==> src/hw/rtl/cfd_pkg.sv <==
// ---------------------------------------------------------------------------
// cfd_pkg - shared definitions for the checked frame demultiplexer
// Record codes, ASCII constants, default sizes and the hex digit decoder.
// ---------------------------------------------------------------------------
`default_nettype none

package cfd_pkg;

  // Default sizes, handed to the top level as parameter defaults
  localparam int unsigned MAX_CHANNEL_DEF = 9;
  localparam int unsigned MAX_PAYLOAD_DEF = 64;

  // Fixed field widths
  localparam int unsigned BYTE_W   = 8;
  localparam int unsigned CHAN_W   = 4;
  localparam int unsigned KIND_W   = 3;
  localparam int unsigned COUNT_W  = 3;
  localparam int unsigned CNT32_W  = 32;
  localparam int unsigned CHUNK_LEN = 7;
  localparam int unsigned CHUNK_W  = CHUNK_LEN * BYTE_W;
  localparam int unsigned OUT_DATA_W = 160;

  // ASCII constants
  localparam logic [BYTE_W-1:0] LINE_END  = 8'h0A;
  localparam logic [BYTE_W-1:0] PAD_BYTE  = 8'h3F;
  localparam logic [BYTE_W-1:0] ASCII_0   = 8'h30;
  localparam logic [BYTE_W-1:0] ASCII_9   = 8'h39;
  localparam logic [BYTE_W-1:0] ASCII_UA  = 8'h41;
  localparam logic [BYTE_W-1:0] ASCII_UF  = 8'h46;
  localparam logic [BYTE_W-1:0] ASCII_LA  = 8'h61;
  localparam logic [BYTE_W-1:0] ASCII_LF  = 8'h66;

  localparam logic [CHUNK_W-1:0] ALL_PAD = {CHUNK_LEN{PAD_BYTE}};
  localparam logic [CNT32_W-1:0] SAT32   = '1;

  // Input request kinds
  localparam logic IN_DATA = 1'b0;
  localparam logic IN_EOS  = 1'b1;

  // Result record kinds
  typedef enum logic [KIND_W-1:0] {
    REC_VALID    = 3'd0,
    REC_REJECTED = 3'd1,
    REC_STOP     = 3'd2,
    REC_BAD_CHAN = 3'd3,
    REC_TOO_LONG = 3'd4
  } rec_kind_t;

  // Decode a hex digit: bit 4 flags a legal digit, bits 3:0 hold its value
  function automatic logic [4:0] hex_decode(input logic [BYTE_W-1:0] c);
    logic [4:0] res;
    res = 5'd0;
    if (c >= ASCII_0 && c <= ASCII_9) begin
      res = {1'b1, 4'(c - ASCII_0)};
    end else if (c >= ASCII_UA && c <= ASCII_UF) begin
      res = {1'b1, 4'(c - ASCII_UA + 8'd10)};
    end else if (c >= ASCII_LA && c <= ASCII_LF) begin
      res = {1'b1, 4'(c - ASCII_LA + 8'd10)};
    end
    return res;
  endfunction

  // Saturating 32-bit add of a small increment
  function automatic logic [CNT32_W-1:0] sat_add(input logic [CNT32_W-1:0] a,
                                                 input logic [3:0] b);
    logic [CNT32_W:0] s;
    s = {1'b0, a} + {{(CNT32_W-3){1'b0}}, b};
    return s[CNT32_W] ? SAT32 : s[CNT32_W-1:0];
  endfunction

endpackage

`default_nettype wire

==> src/hw/rtl/checked_frame_demultiplexer.sv <==
// ---------------------------------------------------------------------------
// checked_frame_demultiplexer - newline framed stream to per-channel chunks
// Checks each line's hex check digit against its payload length and sends
// the payload out in 7-byte chunks on the line's channel, or raw on channel 0.
// ---------------------------------------------------------------------------
// Input requests are single bytes (in_tuser = 0) or an end-of-stream marker
// (in_tuser = 1). A line is a channel digit, payload bytes and a hex check
// digit, closed by a line feed. Ordinary bytes are taken one per cycle while
// the output slot is free, and the payload is written into a single-port
// payload memory of MAX_PAYLOAD bytes. At a line feed the block stops taking
// requests while it reads the payload back: each chunk of up to 7 bytes costs
// one memory read per byte in S_FILL, a wait in S_LAND for the last read to
// land and a load of the output register in S_PUSH, which also waits on
// out_tready. Stop, bad channel code and frame too long results are produced
// straight from the accepting cycle. Every result carries the running frame
// and invalid frame counters, chunk results also the channel counter, all
// saturating at 2^32 - 1. The payload memory needs no initialization after
// reset: only entries written by the current line are ever read.
// ---------------------------------------------------------------------------
`default_nettype none

module checked_frame_demultiplexer
  import cfd_pkg::*;
#(
  parameter int unsigned MAX_CHANNEL = MAX_CHANNEL_DEF,
  parameter int unsigned MAX_PAYLOAD = MAX_PAYLOAD_DEF
) (
  input  wire logic                  clk,
  input  wire logic                  rst_n,
  // Input stream
  input  wire logic                  in_tvalid,
  output logic                       in_tready,
  input  wire logic [BYTE_W-1:0]     in_tdata,   // [7:0] byte_in
  input  wire logic                  in_tuser,   // [0] kind
  // Result stream
  output logic                       out_tvalid,
  input  wire logic                  out_tready,
  output logic [OUT_DATA_W-1:0]      out_tdata,  // [3:0] channel, [59:4] chunk_bytes,
                                                 // [62:60] byte_count,
                                                 // [94:63] channel_total,
                                                 // [126:95] frames_total,
                                                 // [158:127] frames_invalid, [159] zero
  output logic [KIND_W-1:0]          out_tuser,  // [2:0] record_kind
  output logic                       out_tlast   // last
);

  localparam int unsigned LEN_W  = $clog2(MAX_PAYLOAD + 1);
  localparam int unsigned ADDR_W = $clog2(MAX_PAYLOAD);
  localparam int unsigned NCHAN  = MAX_CHANNEL + 1;
  localparam int unsigned CIDX_W = (NCHAN > 1) ? $clog2(NCHAN) : 1;

  typedef enum logic [1:0] {
    S_IDLE,
    S_FILL,
    S_LAND,
    S_PUSH
  } state_t;

  state_t state_r;

  // Line assembly state
  logic                  have_chan_r;
  logic [CHAN_W-1:0]     chan_code_r;
  logic [BYTE_W-1:0]     held_byte_r;
  logic                  held_valid_r;
  logic                  drop_line_r;
  logic [LEN_W-1:0]      len_r;

  // Counters
  logic [CNT32_W-1:0]    frames_r;
  logic [CNT32_W-1:0]    invalid_r;
  logic [CNT32_W-1:0]    chan_cnt_r [NCHAN];

  // Chunk readout
  logic [LEN_W-1:0]      emit_len_r;
  logic                  emit_ok_r;
  logic [CHAN_W-1:0]     emit_ch_r;
  logic [LEN_W-1:0]      fill_idx_r;
  logic [COUNT_W-1:0]    fill_pos_r;
  logic                  land_r;
  logic [COUNT_W-1:0]    land_pos_r;
  logic [CHUNK_W-1:0]    chunk_r;

  // Payload memory
  logic [BYTE_W-1:0]     payload_mem [MAX_PAYLOAD];
  logic [BYTE_W-1:0]     mem_q_r;

  // Output register
  logic                  out_valid_r;
  rec_kind_t             out_kind_r;
  logic [CHAN_W-1:0]     out_ch_r;
  logic [CHUNK_W-1:0]    out_bytes_r;
  logic [COUNT_W-1:0]    out_cnt_r;
  logic                  out_last_r;
  logic [CNT32_W-1:0]    out_chtot_r;
  logic [CNT32_W-1:0]    out_frames_r;
  logic [CNT32_W-1:0]    out_inv_r;

  logic                  slot_free;
  logic                  in_fire;
  logic                  is_eos;
  logic [BYTE_W-1:0]     in_byte;
  logic [4:0]            hex_dec;
  logic                  check_ok;
  logic                  bad_chan;
  logic                  too_long;
  logic                  mem_wr;
  logic                  mem_rd;
  logic [CNT32_W-1:0]    frames_nxt;
  logic [CNT32_W-1:0]    invalid_nxt;
  logic [3:0]            chan_add;
  logic [CNT32_W-1:0]    chan_tot_nxt;
  logic                  fill_done;
  logic                  line_end;

  // Output slot frees up when empty or being taken this cycle
  assign slot_free = !out_valid_r || out_tready;
  assign in_tready = (state_r == S_IDLE) && slot_free;
  assign in_fire   = in_tvalid && in_tready;
  assign is_eos    = (in_tuser == IN_EOS);
  assign in_byte   = in_tdata;
  assign line_end  = (in_byte == LINE_END);

  // Check digit: legal hex and equal to the payload length mod 16
  assign hex_dec   = hex_decode(held_byte_r);
  assign check_ok  = held_valid_r && hex_dec[4] && (hex_dec[3:0] == len_r[3:0]);

  assign bad_chan  = (in_byte < ASCII_0) ||
                     ((in_byte - ASCII_0) > BYTE_W'(MAX_CHANNEL));
  assign too_long  = held_valid_r && (len_r >= LEN_W'(MAX_PAYLOAD));

  // Commit the held byte once a newer payload byte arrives
  assign mem_wr = in_fire && !is_eos && !line_end && !drop_line_r && have_chan_r &&
                  held_valid_r && !too_long;
  assign mem_rd = (state_r == S_FILL);

  assign frames_nxt  = sat_add(frames_r, 4'd1);
  assign invalid_nxt = sat_add(invalid_r, 4'd1);

  // Valid chunks count the payload bytes plus one, rejected ones the bytes alone
  assign chan_add     = emit_ok_r ? ({1'b0, fill_pos_r} + 4'd1) : {1'b0, fill_pos_r};
  assign chan_tot_nxt = sat_add(chan_cnt_r[emit_ch_r[CIDX_W-1:0]], chan_add);

  assign fill_done = (fill_pos_r == COUNT_W'(CHUNK_LEN - 1)) ||
                     ((fill_idx_r + LEN_W'(1)) == emit_len_r);

  // Single-port payload memory, registered read
  always_ff @(posedge clk) begin
    if (mem_wr) begin
      payload_mem[len_r[ADDR_W-1:0]] <= held_byte_r;
    end else if (mem_rd) begin
      mem_q_r <= payload_mem[fill_idx_r[ADDR_W-1:0]];
    end
  end

  always_ff @(posedge clk) begin
    if (!rst_n) begin
      state_r      <= S_IDLE;
      have_chan_r  <= 1'b0;
      chan_code_r  <= '0;
      held_byte_r  <= '0;
      held_valid_r <= 1'b0;
      drop_line_r  <= 1'b0;
      len_r        <= '0;
      frames_r     <= '0;
      invalid_r    <= '0;
      for (int i = 0; i < NCHAN; i++) begin
        chan_cnt_r[i] <= '0;
      end
      emit_len_r   <= '0;
      emit_ok_r    <= 1'b0;
      emit_ch_r    <= '0;
      fill_idx_r   <= '0;
      fill_pos_r   <= '0;
      land_r       <= 1'b0;
      land_pos_r   <= '0;
      chunk_r      <= ALL_PAD;
      out_valid_r  <= 1'b0;
    end else begin
      // Drop the result once taken; loads below override
      if (out_valid_r && out_tready) begin
        out_valid_r <= 1'b0;
      end

      // Place the byte read last cycle into the chunk
      land_r <= 1'b0;
      if (land_r) begin
        chunk_r[land_pos_r*BYTE_W +: BYTE_W] <= mem_q_r;
      end

      case (state_r)
        S_IDLE: begin
          if (in_fire) begin
            if (is_eos || line_end) begin
              // Close the line in either case
              have_chan_r  <= 1'b0;
              chan_code_r  <= '0;
              held_byte_r  <= '0;
              held_valid_r <= 1'b0;
              drop_line_r  <= 1'b0;
              len_r        <= '0;
            end

            if (is_eos || (line_end && !have_chan_r)) begin
              // Stop result
              out_valid_r  <= 1'b1;
              out_kind_r   <= REC_STOP;
              out_ch_r     <= '0;
              out_bytes_r  <= ALL_PAD;
              out_cnt_r    <= '0;
              out_last_r   <= 1'b1;
              out_chtot_r  <= '0;
              out_frames_r <= frames_r;
              out_inv_r    <= invalid_r;
            end else if (line_end) begin
              frames_r <= frames_nxt;
              if (!drop_line_r) begin
                emit_len_r <= len_r;
                emit_ok_r  <= check_ok;
                emit_ch_r  <= check_ok ? chan_code_r : '0;
                fill_idx_r <= '0;
                fill_pos_r <= '0;
                chunk_r    <= ALL_PAD;
                if (!check_ok) begin
                  invalid_r <= invalid_nxt;
                end
                if (len_r != '0) begin
                  state_r <= S_FILL;
                end else if (!check_ok) begin
                  // Rejected line with no payload: one empty chunk
                  out_valid_r  <= 1'b1;
                  out_kind_r   <= REC_REJECTED;
                  out_ch_r     <= '0;
                  out_bytes_r  <= ALL_PAD;
                  out_cnt_r    <= '0;
                  out_last_r   <= 1'b1;
                  out_chtot_r  <= chan_cnt_r[0];
                  out_frames_r <= frames_nxt;
                  out_inv_r    <= invalid_nxt;
                end
              end
            end else if (drop_line_r) begin
              // Discard the rest of a flagged line
            end else if (!have_chan_r) begin
              have_chan_r <= 1'b1;
              if (bad_chan) begin
                drop_line_r  <= 1'b1;
                out_valid_r  <= 1'b1;
                out_kind_r   <= REC_BAD_CHAN;
                out_ch_r     <= '0;
                out_bytes_r  <= ALL_PAD;
                out_cnt_r    <= '0;
                out_last_r   <= 1'b1;
                out_chtot_r  <= '0;
                out_frames_r <= frames_r;
                out_inv_r    <= invalid_r;
              end else begin
                chan_code_r <= CHAN_W'(in_byte - ASCII_0);
              end
            end else if (too_long) begin
              drop_line_r  <= 1'b1;
              out_valid_r  <= 1'b1;
              out_kind_r   <= REC_TOO_LONG;
              out_ch_r     <= chan_code_r;
              out_bytes_r  <= ALL_PAD;
              out_cnt_r    <= '0;
              out_last_r   <= 1'b1;
              out_chtot_r  <= '0;
              out_frames_r <= frames_r;
              out_inv_r    <= invalid_r;
            end else begin
              // Hold the newest byte; it may turn out to be the check digit
              if (held_valid_r) begin
                len_r <= len_r + LEN_W'(1);
              end
              held_byte_r  <= in_byte;
              held_valid_r <= 1'b1;
            end
          end
        end

        S_FILL: begin
          // Issue one payload read per cycle
          land_r     <= 1'b1;
          land_pos_r <= fill_pos_r;
          fill_idx_r <= fill_idx_r + LEN_W'(1);
          fill_pos_r <= fill_pos_r + COUNT_W'(1);
          if (fill_done) begin
            state_r <= S_LAND;
          end
        end

        S_LAND: begin
          state_r <= S_PUSH;
        end

        S_PUSH: begin
          if (slot_free) begin
            chan_cnt_r[emit_ch_r[CIDX_W-1:0]] <= chan_tot_nxt;
            out_valid_r  <= 1'b1;
            out_kind_r   <= emit_ok_r ? REC_VALID : REC_REJECTED;
            out_ch_r     <= emit_ch_r;
            out_bytes_r  <= chunk_r;
            out_cnt_r    <= fill_pos_r;
            out_last_r   <= (fill_idx_r == emit_len_r);
            out_chtot_r  <= chan_tot_nxt;
            out_frames_r <= frames_r;
            out_inv_r    <= invalid_r;
            fill_pos_r   <= '0;
            chunk_r      <= ALL_PAD;
            state_r      <= (fill_idx_r == emit_len_r) ? S_IDLE : S_FILL;
          end
        end

        default: begin
          state_r <= S_IDLE;
        end
      endcase
    end
  end

  assign out_tvalid = out_valid_r;
  assign out_tuser  = out_kind_r;
  assign out_tlast  = out_last_r;
  assign out_tdata  = {1'b0, out_inv_r, out_frames_r, out_chtot_r, out_cnt_r,
                       out_bytes_r, out_ch_r};

endmodule

`default_nettype wire
==> config.mk <==
export PLATFORM = sky130hd
export DESIGN_NAME = checked_frame_demultiplexer
export DESIGN_NICKNAME = d
export VERILOG_FILES = /design/src/hw/rtl/cfd_pkg.sv /design/src/hw/rtl/checked_frame_demultiplexer.sv
export SDC_FILE = /design/constraint.sdc
export NUM_CORES = 2
export LEC_CHECK = 0
export ABC_AREA = 0
export BUFFER_PORTS_ARGS = -buffer_cell sky130_fd_sc_hd__buf_2
export CAP_MARGIN = 10
export CORE_MARGIN = 2
export CORE_UTILIZATION = 55
export DETAILED_ROUTE_END_ITERATION = 16
export HOLD_SLACK_MARGIN = 0.03
export PLACE_DENSITY_LB_ADDON = 0.25
export SYNTH_ARGS = -nofsm -noshare
export SYNTH_HDL_FRONTEND = slang
export SYNTH_SLANG_ARGS = --single-unit
export TNS_END_PERCENT = 30
==> constraint.sdc <==
create_clock -name clk -period 36.1 [get_ports clk]
set_input_delay 1.805 -clock clk [delete_from_list [all_inputs] [get_ports clk]]
set_output_delay 1.805 -clock clk [all_outputs]
set_load 0.03 [all_outputs]
==> impl_metrics.env <==
export IMPL_gp_congestion=0.820
export IMPL_antenna_found_initial=9
export IMPL_std_cell_rows=118
export IMPL_clock_sinks=1370
export IMPL_ys_seq_elements=1370
export IMPL_clock_power_share=0.431
export IMPL_cp_slowest_cell="dfxtp_4"
export IMPL_mostFrequentLayoutCells="edfxtp_1, nor2_1, mux4_2"
export IMPL_syn_area_per_cell_um2=15.6
export IMPL_crit_top_cell="buf_4"
export IMPL_drive_gt1_frac=0.221
export IMPL_area_growth_pct=11.4
export IMPL_worstSetupPathType="reg2reg"
export IMPL_utilization=0.616
export IMPL_fin_worst_skew_ns=0.0281
export IMPL_power_frac_seq=0.548
export IMPL_switching_share=0.208
export IMPL_synthFlopType="edfxtp_1"
export IMPL_grt_pass1_vias=32100
export IMPL_port_buffers=177
export IMPL_root_buffer="clkbuf_16"
export IMPL_totalWireLength_mm=140
export IMPL_max_stage_delay_ns=0.96
export IMPL_fin_setup_tns_ns=0
export IMPL_final_fill_count=7525
export IMPL_clock_latency_ns=0.76
export IMPL_die_width_um=326
export IMPL_rsz0062_at_grt="false"
export IMPL_slew_limit_headroom=0.166
export IMPL_synth_cells=3663
export IMPL_internal_power_uw=2520
export IMPL_synth_area_mm2=0.0572
export IMPL_hold_violations=0
export IMPL_crit_fanout=47
export IMPL_irDropWorstVdd_v=0.0000311
export IMPL_post_dp_hpwl_mm=81.6
export IMPL_dr_total_vias=33400
export IMPL_clockBufferDepth=3
export IMPL_grt_max_degree=164
export IMPL_initial_core_util=0.553
export IMPL_core_area_mm2=0.103
export IMPL_end_kind="flip-flop"
export IMPL_finalCritPeriodShare=0.185
export IMPL_synth_fp_nets=3697
export IMPL_cts_tree="built"
export IMPL_fin_crit_ns=6.69
export IMPL_final_common_cell="edfxtp_1"
export IMPL_place_ws_ns=29.42
export IMPL_path_cells="buf_4 -> buf_4 -> mux4_2 -> mux2i_1 -> mux2_2 -> nor2_1 -> and3_1 -> and4_2 -> buf_4 -> inv_1 -> a21oi_1"
export IMPL_cts_resized=0
export IMPL_timing_max_cap_violations=0
export IMPL_drtIter0Drc=4063
export IMPL_min_path_type="reg2reg"
export IMPL_cts_buffers=138
export IMPL_die_area_mm2=0.107
export IMPL_drc_errors=0
export IMPL_yosysWarnings=0
export IMPL_worst_slew_pin_slew_ns=1.25
export IMPL_synth_edf_count=1195
export IMPL_layout_setup_ws_ns=29.41
export IMPL_p_leak_uw=0.0193
export IMPL_cp_arrival_ns=7.16
export IMPL_status="completed"
export IMPL_grt_pass1_wl_mm=207
export IMPL_grt_ovfl_total=0
export IMPL_htree_levels=4
export IMPL_postRouteAntennaNets=0
export IMPL_ys_types=95
export IMPL_holdBufCountCts=0
export IMPL_worstSetupStartpointType="flip-flop"
export IMPL_power_density_mw_per_mm2=49.9
export IMPL_post_cts_setup_buffers=0
export IMPL_setup_viol=0
export IMPL_async_flop_share=0
export IMPL_timing_fmax_mhz=150
export IMPL_drv_slew=0
export IMPL_grt_usage=0.262
export IMPL_clk_pin_slew_worst_paths_ns=0.06
export IMPL_fin_nets=3831
export IMPL_die_h_um=326
export IMPL_p_comb_frac=0.022
export IMPL_io_pins=179
export IMPL_ys_seq_area_frac=0.689
export IMPL_vias_per_cell=6.31
export IMPL_p_sw_uw=660
export IMPL_drtPass1Iterations=6
export IMPL_routedWlPerCell_um=26.4
export IMPL_required_ns=36.57
==> layer usage <==
metal | up-vias | wire, um | global-route usage
li1 | 14500 | - | -
met1 | 17000 | 56000 | 0.377
met2 | 1627 | 66100 | 0.407
met3 | 254 | 14300 | 0.0571
met4 | 10 | 3470 | 0.0756
met5 | - | 69 | 0
==> cell usage after synthesis, drive strengths merged, types with 4 or more instances <==
library cell | instances | area share
nand3 | 92 | 0.0081
mux4 | 301 | 0.12
mux2 | 16 | 0.0032
xor2 | 23 | 0.0039
o21bai | 4 | 0.00053
a22oi | 31 | 0.0041
buf | 75 | 0.0086
nand2 | 199 | 0.013
nor3 | 27 | 0.0024
xnor2 | 19 | 0.0032
dfxtp | 175 | 0.061
nor2 | 426 | 0.028
nand2b | 59 | 0.0065
nor3b | 7 | 0.00092
nor4b | 6 | 0.0012
nand3b | 8 | 0.0011
a21oi | 265 | 0.023
o31ai | 5 | 0.00090
a21o | 6 | 0.00079
ha | 20 | 0.0044
a31oi | 40 | 0.0045
and2 | 34 | 0.0037
o21ai | 127 | 0.014
a211oi | 27 | 0.0035
inv | 40 | 0.0026
nand4 | 26 | 0.0030
and3 | 32 | 0.0035
nor4 | 10 | 0.0014
a221oi | 4 | 0.00083
and4 | 11 | 0.0017
edfxtp | 1195 | 0.63
a22o | 8 | 0.0012
clkbuf | 175 | 0.012
nor2b | 20 | 0.0022
a311oi | 21 | 0.0032
o21a | 4 | 0.00053
mux2i | 73 | 0.013
==> cell families after synthesis <==
group           Yosys count  share of synthesized area
compound gates          579                     0.0638
simple gates            968                     0.0783
xor+xnor                 42                    0.00709
fa+ha+maj                21                    0.00473
other cells               1                  0.0000656
buf+inv                 292                     0.0229
flops                  1370                      0.689
mux                     390                      0.134
==> metrics by stage <==
step	total power, uW	hold slack, ns	area [um2]	std cells
finish	3180	0.472	63700	5292
global route	3260	0.489	63700	5288
CTS	3200	0.469	63700	5287
detailed placement	1840	0.459	59400	5037
global placement	1840	0.454	59400	5037
floorplan	1830	0.446	57200	3663
==> path summary, 6_finish.rpt <==
check | startpoint | endpoint | slack (ns) | depth (start not counted)
setup reg to reg | flip-flop | chan_cnt_r[14][19] | 29.41 | 11
hold / removal | chunk_r[15] | chunk_r[15] | 0.47 | 2
hold reg to reg | chunk_r[15] | chunk_r[15] | 0.47 | 2
setup / recovery | flip-flop | chan_cnt_r[14][19] | 29.41 | 11
==> registers in the layout, summed over array words and instances (netlist names), 8 cells and up, named ones only <==
name,flops
chunk_r,56
mem_q_r,8
out_chtot_r,32
payload_mem,512
out_frames_r,32
frames_r,32
out_bytes_r,56
held_byte_r,8
out_inv_r,32
invalid_r,32
chan_cnt_r,512
==> final cells by class <==
| type | count | area (um2) | share of cell area |
|---|---|---|---|
| flip-flops and latches | 1370 | 39400 | 0.619 |
| multi-input cells | 2001 | 16700 | 0.261 |
| clock buffers | 173 | 3710 | 0.0582 |
| well taps | 1380 | 1730 | 0.0271 |
| repair buffers | 244 | 1400 | 0.0220 |
| clock inverters | 77 | 622 | 0.00976 |
| inverters | 42 | 159 | 0.00249 |
| diodes | 5 | 12.5 | 0.000196 |
==> power groups by stage <==
stage | clock network (uW) | registers, uW | logic (uW)
global placement | 0 | 1780 | 67.5
finish | 1370 | 1740 | 68.5
global route | 1450 | 1740 | 72.1
floorplan | 0 | 1800 | 29.2
CTS | 1390 | 1740 | 68.6
detailed placement | 0 | 1780 | 68.4
==> worst max-delay path, delay by kind of cell (launching register included) <==
family | cells | cell delay, ns
AOI/OAI and AO/OA | 1 | 0.56
buffers and inverters | 4 | 2.73
DFF | 1 | 0.96
muxes | 3 | 0.76
and+or+nand+nor | 3 | 1.28
Power figures use the tool's default switching activity.
